--- config.mk ---
export PLATFORM = sky130hd
export DESIGN_NAME = sliding_trimmed_mean_filter
export DESIGN_NICKNAME = d
export VERILOG_FILES = /design/src/rtl/stmf_pkg.sv /design/src/rtl/stmf_window.sv /design/src/rtl/stmf_sort.sv /design/src/rtl/stmf_div.sv /design/src/rtl/sliding_trimmed_mean_filter.sv
export VERILOG_INCLUDE_DIRS = /design/src /design/src/rtl
export SDC_FILE = /design/constraint.sdc
export NUM_CORES = 2
export LEC_CHECK = 0
export BUFFER_PORTS_ARGS = -buffer_cell sky130_fd_sc_hd__buf_2
export CORE_MARGIN = 2
export CORE_UTILIZATION = 64
export DETAILED_ROUTE_END_ITERATION = 16
export PLACE_DENSITY = 0.81
export SYNTH_ARGS = -nofsm -noshare
export SYNTH_HDL_FRONTEND = slang
export SYNTH_SLANG_ARGS = --single-unit
--- constraint.sdc ---
create_clock -name clk -period 22.9 [get_ports clk]
set_input_delay 1.145 -clock clk [delete_from_list [all_inputs] [get_ports clk]]
set_output_delay 1.145 -clock clk [all_outputs]
set_load 0.02 [all_outputs]
--- src/rtl/sliding_trimmed_mean_filter_defines.svh ---
// Assertion macros used by the filter's top-level RTL file.
`ifndef SLIDING_TRIMMED_MEAN_FILTER_DEFINES_SVH
`define SLIDING_TRIMMED_MEAN_FILTER_DEFINES_SVH

`ifndef SYNTHESIS
`define STMF_ASSERT_NOW(label, clk, rst_n, cond, expr) \
  label: assert property (@(posedge clk) disable iff (!rst_n) (cond) |-> (expr)) \
    else $error("assertion failed");
`define STMF_ASSERT_NEXT(label, clk, rst_n, cond, expr) \
  label: assert property (@(posedge clk) disable iff (!rst_n) (cond) |=> (expr)) \
    else $error("assertion failed");
`else
`define STMF_ASSERT_NOW(label, clk, rst_n, cond, expr)
`define STMF_ASSERT_NEXT(label, clk, rst_n, cond, expr)
`endif

`endif

--- src/rtl/stmf_pkg.sv ---
// Types and constants shared by the trimmed mean filter modules.
package stmf_pkg;

  localparam int DEF_WINDOW      = 16;
  localparam int DEF_SAMPLE_BITS = 16;
  localparam int FRAC_BITS       = 8;
  localparam int OUT_W           = 24;
  localparam int TRIM_W          = 3;
  localparam int TRIM_MAX        = 7;
  localparam int CFG_AW          = 3;
  localparam int CFG_DW          = 32;

  localparam logic REG_TRIM = 1'b0;
  localparam logic REG_FILL = 1'b1;

  localparam logic signed [OUT_W-1:0] OUT_MAX = {1'b0, {(OUT_W-1){1'b1}}};
  localparam logic signed [OUT_W-1:0] OUT_MIN = {1'b1, {(OUT_W-1){1'b0}}};

  typedef struct packed {
    logic fill;
    logic rd;
    logic upd;
    logic load;
    logic shift;
  } stmf_ctl_t;

endpackage

--- src/rtl/stmf_window.sv ---
// Ring window memory with write slot, running sum and fill sweep.
module stmf_window #(
  parameter int WINDOW      = stmf_pkg::DEF_WINDOW,
  parameter int SAMPLE_BITS = stmf_pkg::DEF_SAMPLE_BITS,
  parameter int SUM_W       = SAMPLE_BITS + $clog2(WINDOW) + 1
) (
  input  logic                          clk,
  input  logic                          rst_n,
  input  stmf_pkg::stmf_ctl_t           ctl,
  input  logic signed [SAMPLE_BITS-1:0] fill_value,
  input  logic signed [SAMPLE_BITS-1:0] sample,
  output logic signed [SAMPLE_BITS-1:0] old_sample,
  output logic signed [SUM_W-1:0]       sum,
  output logic                          fill_busy
);
  import stmf_pkg::*;

  localparam int AW = $clog2(WINDOW);

  logic signed [SAMPLE_BITS-1:0] mem [WINDOW];
  logic signed [SAMPLE_BITS-1:0] rdata_r;
  logic [AW-1:0]                 slot_r;
  logic [AW-1:0]                 sweep_idx_r;
  logic                          sweep_r;
  logic signed [SUM_W-1:0]       sum_r;
  logic signed [SUM_W-1:0]       sum_fill;
  logic signed [SUM_W-1:0]       sum_upd;
  logic                          we;
  logic [AW-1:0]                 waddr;
  logic signed [SAMPLE_BITS-1:0] wdata;

  assign sum_fill = SUM_W'(SUM_W'(fill_value) * SUM_W'(WINDOW));
  assign sum_upd  = sum_r - SUM_W'(rdata_r) + SUM_W'(sample);
  assign we       = sweep_r | ctl.upd;
  assign waddr    = sweep_r ? sweep_idx_r : slot_r;
  assign wdata    = sweep_r ? fill_value : sample;

  always_ff @(posedge clk) begin
    if (we) begin
      mem[waddr] <= wdata;
    end
    if (ctl.rd) begin
      rdata_r <= mem[slot_r];
    end
  end

  always_ff @(posedge clk) begin
    if (sweep_r) begin
      sum_r <= sum_fill;
    end else if (ctl.upd) begin
      sum_r <= sum_upd;
    end
  end

  always_ff @(posedge clk) begin
    if (!rst_n) begin
      sweep_r     <= 1'b1;
      sweep_idx_r <= '0;
      slot_r      <= '0;
    end else begin
      if (ctl.fill) begin
        sweep_r     <= 1'b1;
        sweep_idx_r <= '0;
      end else if (sweep_r) begin
        if (sweep_idx_r == AW'(WINDOW - 1)) begin
          sweep_r <= 1'b0;
        end
        sweep_idx_r <= sweep_idx_r + 1'b1;
      end
      if (ctl.upd) begin
        slot_r <= (slot_r == AW'(WINDOW - 1)) ? '0 : slot_r + 1'b1;
      end
    end
  end

  assign old_sample = rdata_r;
  assign sum        = sum_r;
  assign fill_busy  = sweep_r;

endmodule

--- src/rtl/stmf_sort.sv ---
// Sorted sample row with combinational remove-and-insert replace and the two trim scan chains.
module stmf_sort #(
  parameter int WINDOW      = stmf_pkg::DEF_WINDOW,
  parameter int SAMPLE_BITS = stmf_pkg::DEF_SAMPLE_BITS
) (
  input  logic                          clk,
  input  stmf_pkg::stmf_ctl_t           ctl,
  input  logic                          fill_busy,
  input  logic signed [SAMPLE_BITS-1:0] fill_value,
  input  logic signed [SAMPLE_BITS-1:0] old_sample,
  input  logic signed [SAMPLE_BITS-1:0] new_sample,
  output logic signed [SAMPLE_BITS-1:0] lo_head,
  output logic signed [SAMPLE_BITS-1:0] hi_head
);
  import stmf_pkg::*;

  localparam int TrimLim = (WINDOW - 1) / 2;
  localparam int Scan    = (TrimLim < TRIM_MAX) ? TrimLim : TRIM_MAX;

  logic signed [SAMPLE_BITS-1:0] row_r   [WINDOW];
  logic signed [SAMPLE_BITS-1:0] rem_v   [WINDOW];
  logic signed [SAMPLE_BITS-1:0] row_nxt [WINDOW];
  logic signed [SAMPLE_BITS-1:0] lo_r    [Scan];
  logic signed [SAMPLE_BITS-1:0] hi_r    [Scan];
  logic [WINDOW-1:0]             ge_old;
  logic [WINDOW-1:0]             gt_new;

  // Drop one copy of the old sample, then insert the new one in order.
  always_comb begin
    for (int k = 0; k < WINDOW; k++) begin
      ge_old[k] = row_r[k] >= old_sample;
    end
    for (int k = 0; k < WINDOW - 1; k++) begin
      rem_v[k] = ge_old[k] ? row_r[k+1] : row_r[k];
    end
    rem_v[WINDOW-1] = row_r[WINDOW-1];
    for (int k = 0; k < WINDOW - 1; k++) begin
      gt_new[k] = rem_v[k] > new_sample;
    end
    gt_new[WINDOW-1] = ge_old[WINDOW-1] | 1'b1;
    row_nxt[0] = gt_new[0] ? new_sample : rem_v[0];
    for (int k = 1; k < WINDOW; k++) begin
      if (!gt_new[k]) begin
        row_nxt[k] = rem_v[k];
      end else if (!gt_new[k-1]) begin
        row_nxt[k] = new_sample;
      end else begin
        row_nxt[k] = rem_v[k-1];
      end
    end
  end

  always_ff @(posedge clk) begin
    if (fill_busy) begin
      for (int k = 0; k < WINDOW; k++) begin
        row_r[k] <= fill_value;
      end
    end else if (ctl.upd) begin
      for (int k = 0; k < WINDOW; k++) begin
        row_r[k] <= row_nxt[k];
      end
    end
  end

  always_ff @(posedge clk) begin
    if (ctl.load) begin
      for (int i = 0; i < Scan; i++) begin
        lo_r[i] <= row_r[i];
        hi_r[i] <= row_r[WINDOW-1-i];
      end
    end else if (ctl.shift) begin
      for (int i = 0; i < Scan - 1; i++) begin
        lo_r[i] <= lo_r[i+1];
        hi_r[i] <= hi_r[i+1];
      end
    end
  end

  assign lo_head = lo_r[0];
  assign hi_head = hi_r[0];

endmodule

--- src/rtl/stmf_div.sv ---
// Bit-serial restoring divider producing the saturated Q.8 mean.
module stmf_div #(
  parameter int WINDOW      = stmf_pkg::DEF_WINDOW,
  parameter int SUM_W       = stmf_pkg::DEF_SAMPLE_BITS + $clog2(WINDOW) + 1,
  parameter int DIV_W       = $clog2(WINDOW + 1)
) (
  input  logic                             clk,
  input  logic                             rst_n,
  input  logic                             start,
  input  logic signed [SUM_W-1:0]          dividend,
  input  logic [DIV_W-1:0]                 divisor,
  output logic                             done,
  output logic signed [stmf_pkg::OUT_W-1:0] quotient
);
  import stmf_pkg::*;

  localparam int NW  = SUM_W + FRAC_BITS;
  localparam int CW  = $clog2(NW + 1);
  localparam int QXW = (NW > OUT_W) ? NW + 1 : OUT_W + 1;

  logic [NW-1:0]    n_r;
  logic [DIV_W-1:0] rem_r;
  logic [DIV_W-1:0] d_r;
  logic [CW-1:0]    cnt_r;
  logic             busy_r;
  logic             done_r;
  logic             neg_r;
  logic [SUM_W-1:0] mag;
  logic [DIV_W:0]   rem_sh;
  logic             qbit;
  logic [DIV_W:0]   rem_sub;
  logic [QXW-1:0]   qx;

  assign mag     = dividend[SUM_W-1] ? SUM_W'(-dividend) : SUM_W'(dividend);
  assign rem_sh  = {rem_r, n_r[NW-1]};
  assign qbit    = rem_sh >= {1'b0, d_r};
  assign rem_sub = rem_sh - {1'b0, d_r};

  always_ff @(posedge clk) begin
    if (start) begin
      n_r   <= {mag, {FRAC_BITS{1'b0}}};
      rem_r <= '0;
      d_r   <= divisor;
      neg_r <= dividend[SUM_W-1];
    end else if (busy_r) begin
      n_r   <= {n_r[NW-2:0], qbit};
      rem_r <= qbit ? rem_sub[DIV_W-1:0] : rem_sh[DIV_W-1:0];
    end
  end

  always_ff @(posedge clk) begin
    if (!rst_n) begin
      busy_r <= 1'b0;
      done_r <= 1'b0;
      cnt_r  <= '0;
    end else begin
      done_r <= 1'b0;
      if (start) begin
        busy_r <= 1'b1;
        cnt_r  <= CW'(NW);
      end else if (busy_r) begin
        cnt_r <= cnt_r - 1'b1;
        if (cnt_r == CW'(1)) begin
          busy_r <= 1'b0;
          done_r <= 1'b1;
        end
      end
    end
  end

  assign qx = QXW'(n_r);

  always_comb begin
    if (neg_r) begin
      quotient = (qx > QXW'(2 ** (OUT_W - 1))) ? OUT_MIN : OUT_W'(QXW'(0) - qx);
    end else begin
      quotient = (qx > QXW'(2 ** (OUT_W - 1) - 1)) ? OUT_MAX : OUT_W'(qx);
    end
  end

  assign done = done_r;

endmodule

--- src/rtl/sliding_trimmed_mean_filter.sv ---
// Sliding trimmed mean filter: top level with sequencer, register port and output stage.
// An item passes from acceptance through the read, load, trim, divide and output states to its result;
// one item is in work at a time, so no new item is accepted until the last result is loaded out.
// The divider is bit-serial and produces one quotient bit per cycle.
// After reset, and after each write of the fill register, a sweep refills the window memory
// while no item is accepted.
`include "sliding_trimmed_mean_filter_defines.svh"

module sliding_trimmed_mean_filter #(
  parameter int WINDOW      = stmf_pkg::DEF_WINDOW,
  parameter int SAMPLE_BITS = stmf_pkg::DEF_SAMPLE_BITS
) (
  input  logic                              clk,
  input  logic                              rst_n,
  input  logic                              in_tvalid,
  output logic                              in_tready,
  input  logic [((SAMPLE_BITS+7)/8)*8-1:0]  in_tdata,   // sample
  output logic                              out_tvalid,
  input  logic                              out_tready,
  output logic [stmf_pkg::OUT_W-1:0]        out_tdata,  // trimmed_mean
  input  logic                              cfg_psel,
  input  logic                              cfg_penable,
  input  logic                              cfg_pwrite,
  input  logic [stmf_pkg::CFG_AW-1:0]       cfg_paddr,
  input  logic [stmf_pkg::CFG_DW-1:0]       cfg_pwdata,
  output logic [stmf_pkg::CFG_DW-1:0]       cfg_prdata,
  output logic                              cfg_pready
);
  import stmf_pkg::*;

  localparam int SUM_W   = SAMPLE_BITS + $clog2(WINDOW) + 1;
  localparam int DIV_W   = $clog2(WINDOW + 1);
  localparam int TrimLim = (WINDOW - 1) / 2;

  localparam logic [2:0] ST_IDLE = 3'd0;
  localparam logic [2:0] ST_RD   = 3'd1;
  localparam logic [2:0] ST_LOAD = 3'd2;
  localparam logic [2:0] ST_TRIM = 3'd3;
  localparam logic [2:0] ST_DIV  = 3'd4;
  localparam logic [2:0] ST_OUT  = 3'd5;

  logic [2:0]                    state_r;
  logic [2:0]                    state_nxt;
  logic [TRIM_W-1:0]             trim_r;
  logic signed [SAMPLE_BITS-1:0] fill_r;
  logic signed [SAMPLE_BITS-1:0] sample_r;
  logic signed [SUM_W-1:0]       kept_r;
  logic [TRIM_W-1:0]             cnt_r;
  logic [TRIM_W-1:0]             cut;
  logic [DIV_W-1:0]              divisor;
  logic                          out_tvalid_r;
  logic [OUT_W-1:0]              out_tdata_r;
  logic                          cfg_wr;
  logic                          accept;
  logic                          out_load;
  logic                          div_start;
  logic                          div_done;
  logic signed [OUT_W-1:0]       div_q;
  logic                          fill_busy;
  logic signed [SAMPLE_BITS-1:0] old_sample;
  logic signed [SUM_W-1:0]       sum;
  logic signed [SAMPLE_BITS-1:0] lo_head;
  logic signed [SAMPLE_BITS-1:0] hi_head;
  stmf_ctl_t                     ctl;

  assign cfg_wr     = cfg_psel & cfg_penable & cfg_pwrite & cfg_pready;
  assign cfg_pready = 1'b1;
  assign cfg_prdata = (cfg_paddr[2] == REG_FILL) ? CFG_DW'(fill_r) : CFG_DW'(trim_r);

  always_ff @(posedge clk) begin
    if (!rst_n) begin
      trim_r <= TRIM_W'(1);
      fill_r <= '0;
    end else if (cfg_wr) begin
      if (cfg_paddr[2] == REG_TRIM) begin
        trim_r <= cfg_pwdata[TRIM_W-1:0];
      end else begin
        fill_r <= cfg_pwdata[SAMPLE_BITS-1:0];
      end
    end
  end

  assign cut     = (trim_r > TRIM_W'(TrimLim)) ? TRIM_W'(TrimLim) : trim_r;
  assign divisor = DIV_W'(WINDOW) - DIV_W'({cut, 1'b0});

  assign in_tready = (state_r == ST_IDLE) & ~fill_busy;
  assign accept    = in_tvalid & in_tready;
  assign div_start = (state_r == ST_TRIM) & (cnt_r == '0);
  assign out_load  = (state_r == ST_OUT) & (~out_tvalid_r | out_tready);

  assign ctl.fill  = cfg_wr & (cfg_paddr[2] == REG_FILL);
  assign ctl.rd    = accept;
  assign ctl.upd   = state_r == ST_RD;
  assign ctl.load  = state_r == ST_LOAD;
  assign ctl.shift = (state_r == ST_TRIM) & (cnt_r != '0);

  always_comb begin
    state_nxt = state_r;
    case (state_r)
      ST_IDLE: if (accept) state_nxt = ST_RD;
      ST_RD:   state_nxt = ST_LOAD;
      ST_LOAD: state_nxt = ST_TRIM;
      ST_TRIM: if (cnt_r == '0) state_nxt = ST_DIV;
      ST_DIV:  if (div_done) state_nxt = ST_OUT;
      ST_OUT:  if (out_load) state_nxt = ST_IDLE;
      default: state_nxt = ST_IDLE;
    endcase
  end

  always_ff @(posedge clk) begin
    if (!rst_n) begin
      state_r      <= ST_IDLE;
      out_tvalid_r <= 1'b0;
    end else begin
      state_r <= state_nxt;
      if (out_load) begin
        out_tvalid_r <= 1'b1;
      end else if (out_tready) begin
        out_tvalid_r <= 1'b0;
      end
    end
  end

  always_ff @(posedge clk) begin
    if (accept) begin
      sample_r <= in_tdata[SAMPLE_BITS-1:0];
    end
    if (ctl.load) begin
      kept_r <= sum;
      cnt_r  <= cut;
    end else if (ctl.shift) begin
      kept_r <= kept_r - SUM_W'(lo_head) - SUM_W'(hi_head);
      cnt_r  <= cnt_r - 1'b1;
    end
    if (out_load) begin
      out_tdata_r <= div_q;
    end
  end

  assign out_tvalid = out_tvalid_r;
  assign out_tdata  = out_tdata_r;

  stmf_window #(
    .WINDOW      (WINDOW),
    .SAMPLE_BITS (SAMPLE_BITS),
    .SUM_W       (SUM_W)
  ) u_window (
    .clk        (clk),
    .rst_n      (rst_n),
    .ctl        (ctl),
    .fill_value (fill_r),
    .sample     (sample_r),
    .old_sample (old_sample),
    .sum        (sum),
    .fill_busy  (fill_busy)
  );

  stmf_sort #(
    .WINDOW      (WINDOW),
    .SAMPLE_BITS (SAMPLE_BITS)
  ) u_sort (
    .clk        (clk),
    .ctl        (ctl),
    .fill_busy  (fill_busy),
    .fill_value (fill_r),
    .old_sample (old_sample),
    .new_sample (sample_r),
    .lo_head    (lo_head),
    .hi_head    (hi_head)
  );

  stmf_div #(
    .WINDOW (WINDOW),
    .SUM_W  (SUM_W),
    .DIV_W  (DIV_W)
  ) u_div (
    .clk      (clk),
    .rst_n    (rst_n),
    .start    (div_start),
    .dividend (kept_r),
    .divisor  (divisor),
    .done     (div_done),
    .quotient (div_q)
  );

  `STMF_ASSERT_NEXT(a_accept_reads, clk, rst_n, accept, state_r == ST_RD)
  `STMF_ASSERT_NOW(a_done_in_div, clk, rst_n, div_done, state_r == ST_DIV)
  `STMF_ASSERT_NEXT(a_cut_bound, clk, rst_n, state_r == ST_LOAD, cnt_r <= TRIM_W'(TrimLim))
  `STMF_ASSERT_NOW(a_no_item_in_sweep, clk, rst_n, state_r == ST_RD, !fill_busy)

endmodule

==> results by group <==
Setup path
  – Most Frequent Cell on Critical Path: nand2_1
  – Worst-path cell chain: inv_1 > buf_4 > ha_1 > a21oi_1 > a21oi_1 > a211oi_1 > o2111ai_1 > nand2_1 > mux2i_1 > inv_1 > ha_1 > and4_1 > nand2_1 > nor3_1 > a2111oi_0 > a221oi_2 > nand2_1 > o221ai_1
  – Max stage delay on crit path: just over 0.8 ns
  – Worst Path Buf+Inv: 3
  – CP startpoint kind: flop
  – Kind of end point of the critical path: flop
  – Setup CP Type: flop to flop
  – CP delay by family, top: compound AO/OA/AOI/OAI gates
  – Max FO, Critical Path: 17
  – CP Data Required Time: around 23 ns
  – Crit-path slowest cell: a221oi_2
  – WP data arrival: approximately 7.6 ns

Power and ir drop
  – Net switching power: approximately 840 uW
  – Pleak: 26.2 nW
  – Switch share: 22.9%
  – Clock power share: approximately 45%
  – Comb pwr share: roughly 4.6%
  – Reg power frac: about half
  – Worst vdd ir: 0.0701 mV
  – Pint: between 2 and 3 mW
  – PD cells: around 60 mW/mm2
  – Overall power: roughly 3.7 mW

STA
  – Relative slew slack: about a tenth
  – Endpoints failing setup: 0
  – Layout Skew: 0.0484 ns
  – Min Tclk post-route: roughly 7.1 ns
  – Setup tns final: 0 ns
  – RSZ-0062 raised after global routing: no
  – Slew Limit Fails: 0
  – Hold Vio Cnt, Final: 0
  – Highest clock rate: about 140 MHz
  – Slew at the pin with the worst max-slew slack: between 1 and 1.5 ns
  – Final period util: between 30% and 40%

Detailed routing
  – Via density: about 7.2
  – Routed WL: ~190000 um
  – Post-DRT Antenna Nets: 0
  – DRT Pass-1 Iters: 9
  – DRT iter0 DRCs: between 6k and 7k
  – WL/cell: 30.1 um
  – Routed vias: roughly 44k
  – # DRC: 0

CTS
  – Clock buffer depth: 3
  – # resized after CTS: 0
  – CTS tree: done
  – Root Driver: clkbuf_16
  – Clk slew on worst S/H paths: 0.06 ns
  – Total CTS buffers: around 100
  – Post-CTS Setup Inserts: 0
  – H-tree depth: 3
  – CTS Hold Bufs: 0
  – CTS Sinks: 915
  – Worst-Skew Late Latency: between 0.7 and 0.8 ns

Job
  – Max Cap Viol: 0

Synthesis
  – Post-Syn Nets: around 5.5k
  – Synth Area per Inst: roughly 12 um2
  – Mapped Cells: 4857
  – Synth warn: 0
  – Register area share after synthesis: a little under half
  – Leading area contributor after synthesis: edfxtp_1
  – FFs w/ async S/R, synth: 0%
  – Synth area leaders: edfxtp_1 (45%), ha_1 (12%), mux2_2 (6.6%)
  – Yosys reg bits: 915
  – Distinct cells, synth: 94
  – Top cell type's share of synthesized area: between 40% and 50%
  – Synth Flop Type: edfxtp_1
  – Cell area after synthesis: approximately 0.057 mm2
  – Post-synth EDFFs: 859

Cells and area
  – Area of the multi-input gates: 0.0282 mm2
  – Post-layout util: slightly above 70%
  – Share of layout cells above drive strength 1: between 10% and 20%
  – Layout Nets: around 5.6k
  – Fill count: slightly above 6k
  – Register Area: 0.0269 mm2
  – Area growth from synthesis to layout: 8.95%

Floorplanning
  – I/O pin count: roughly 120
  – Core ar.: about 0.09 mm2
  – Die ar.: approximately 0.09 mm2
  – Rows: approximately 110
  – Die Y: between 300 and 400 um
  – Initial Util: 64.7%
  – Die Wd: 303 um

Place
  – IO buf count: a little under 100
  – Final GP Congestion: roughly 1
  – HPWL Detailed: around 120000 um

Outcome
  – Status: complete, no violations

Global routing
  – Initial antenna violation count: 5
  – Number of global-route vias before repair: between 40k and 50k
  – First-pass GRT wire length: roughly 270000 um
  – GR Overflow Total: 0
  – Largest net degree at the start of global routing: 81
  – Total track usage: 40.2%

Hold path
  – Hold Crit Class: flop to flop
cell usage in the layout, fill, tap and decap left out, drive strengths merged, types with 32 or more instances in the layout:
cell	synthesis	layout
nand2	276	276
o21a	35	35
and2	36	36
nand4	76	76
clkinv	0	43
mux2	337	337
a21oi	337	337
dfxtp	56	56
xor2	37	37
fa	41	41
o21ai	287	287
o211ai	44	44
a211o	45	45
inv	331	334
a221o	32	32
nand2b	40	40
nand3	104	104
a21o	43	43
mux2i	233	233
buf	80	214
nor3	42	42
nor2	199	199
mux4	80	80
ha	539	539
edfxtp	859	859
nor2b	37	37
o221ai	87	87
a31oi	40	40
clkbuf	166	121
flip-flops by register name, indices dropped and copies added, names as in the netlist, 16 cells and up:
signal and cells:
u_sort.row_r 256, u_window.mem 256, u_sort.hi_r 112, u_sort.lo_r 112, u_div.n_r 29, out_tdata 24, kept_r 21, u_window.sum 21
fill_r 16, sample_r 16, u_window.old_sample 16
cell usage after synthesis, types with 9 or more instances:
| library cell | number |
|---|---|
| o21a_1 | 35 |
| nor4_1 | 21 |
| buf_2 | 31 |
| xnor2_1 | 30 |
| nor2_1 | 195 |
| a211o_1 | 45 |
| ha_1 | 539 |
| a21boi_0 | 27 |
| mux4_2 | 80 |
| dfxtp_1 | 56 |
| a211oi_1 | 31 |
| a221o_1 | 32 |
| nand2_1 | 276 |
| a221oi_1 | 19 |
| nor3_1 | 42 |
| and4_1 | 25 |
| or4_1 | 9 |
| o221ai_1 | 87 |
| o211ai_1 | 44 |
| nand3_1 | 103 |
| xor2_1 | 37 |
| buf_1 | 26 |
| clkbuf_1 | 166 |
| and2_1 | 36 |
| a21oi_1 | 336 |
| mux2_2 | 337 |
| nor2b_1 | 37 |
| fa_1 | 41 |
| a31oi_1 | 40 |
| buf_4 | 21 |
| o21ai_0 | 280 |
| a2111oi_0 | 11 |
| nand4_1 | 76 |
| a21o_1 | 43 |
| inv_1 | 331 |
| edfxtp_1 | 859 |
| mux2i_1 | 230 |
| o31ai_1 | 12 |
| nand2b_1 | 40 |
| and3_1 | 13 |
| or3_1 | 20 |
metal layers:
metal  share of wire, %  vias up  global-route usage (%)
met5              0.017        -                       0
met4                7.5        4                    26.1
met3                 14      811                    12.3
met2                 42     3379                    58.4
met1                 36    21157                    52.4
li1                   -    18805                       -
stage by stage:
step	hold WS, ns	setup WS, ns	instances	instance area, um2
floorplan	0.432	6.04	4857	57300
global placement	0.441	16.16	5990	59200
detailed placement	0.450	16.04	5990	59200
CTS	0.458	15.99	6170	62400
global route	0.481	15.55	6170	62400
finish	0.455	15.75	6173	62400
final timing paths:
check | cells after the start | slack [ns] | end | startpoint
max reg2reg | 18 | 15.75 | u_sort.row_r[0][223]$_DFFE_PP_ | u_window.old_sample[10]$_DFFE_PP_
min | 2 | 0.46 | u_window.sum[0]$_SDFFE_PP0P_ | u_window.sum[0]$_SDFFE_PP0P_
max | 18 | 15.75 | u_sort.row_r[0][223]$_DFFE_PP_ | u_window.old_sample[10]$_DFFE_PP_
min reg2reg | 2 | 0.46 | u_window.sum[0]$_SDFFE_PP0P_ | u_window.sum[0]$_SDFFE_PP0P_
cell type report:
cell class,instances,area share [%]
multi-input combinational,3365,45.2
sequential,915,43.1
clock buffer,121,4.07
tap,1165,2.34
timing repair buffer,214,2.19
inverter,331,1.99
clock inverter,59,1.10
antenna,3,0.0120
cells by family after synthesis:
| kind of cell | share of synthesized area (%) |
|---|---|
| buffers and inverters | 4.01 |
| AO/OA/AOI/OAI | 12.8 |
| XOR/XNOR | 1.02 |
| other | 0.00655 |
| adder cells (fa/ha/maj) | 13.2 |
| AND/OR/NAND/NOR | 8.11 |
| flip-flops | 47.0 |
| multiplexers | 13.9 |
power groups by stage:
stage | Sequential [mW] | Clock [mW] | Combinational [mW]
CTS | 1.86 | 1.63 | 0.164
floorplan | 1.88 | 0 | 0.114
detailed placement | 1.89 | 0 | 0.162
global route | 1.86 | 1.69 | 0.181
finish | 1.86 | 1.64 | 0.169
global placement | 1.89 | 0 | 0.156
worst register-to-register path: stages, from the launching register on:
cell and delay (ns):
edfxtp_1 0.57, inv_1 0.11, buf_4 0.46, ha_1 0.36, a21oi_1 0.15, a21oi_1 0.08, a211oi_1 0.27, o2111ai_1 0.16
nand2_1 0.75, mux2i_1 0.62, inv_1 0.10, ha_1 0.32, and4_1 0.22, nand2_1 0.09, nor3_1 0.34, a2111oi_0 0.20
a221oi_2 0.83, nand2_1 0.75, o221ai_1 0.56
No activity file was read; power rests on OpenSTA's default activity.
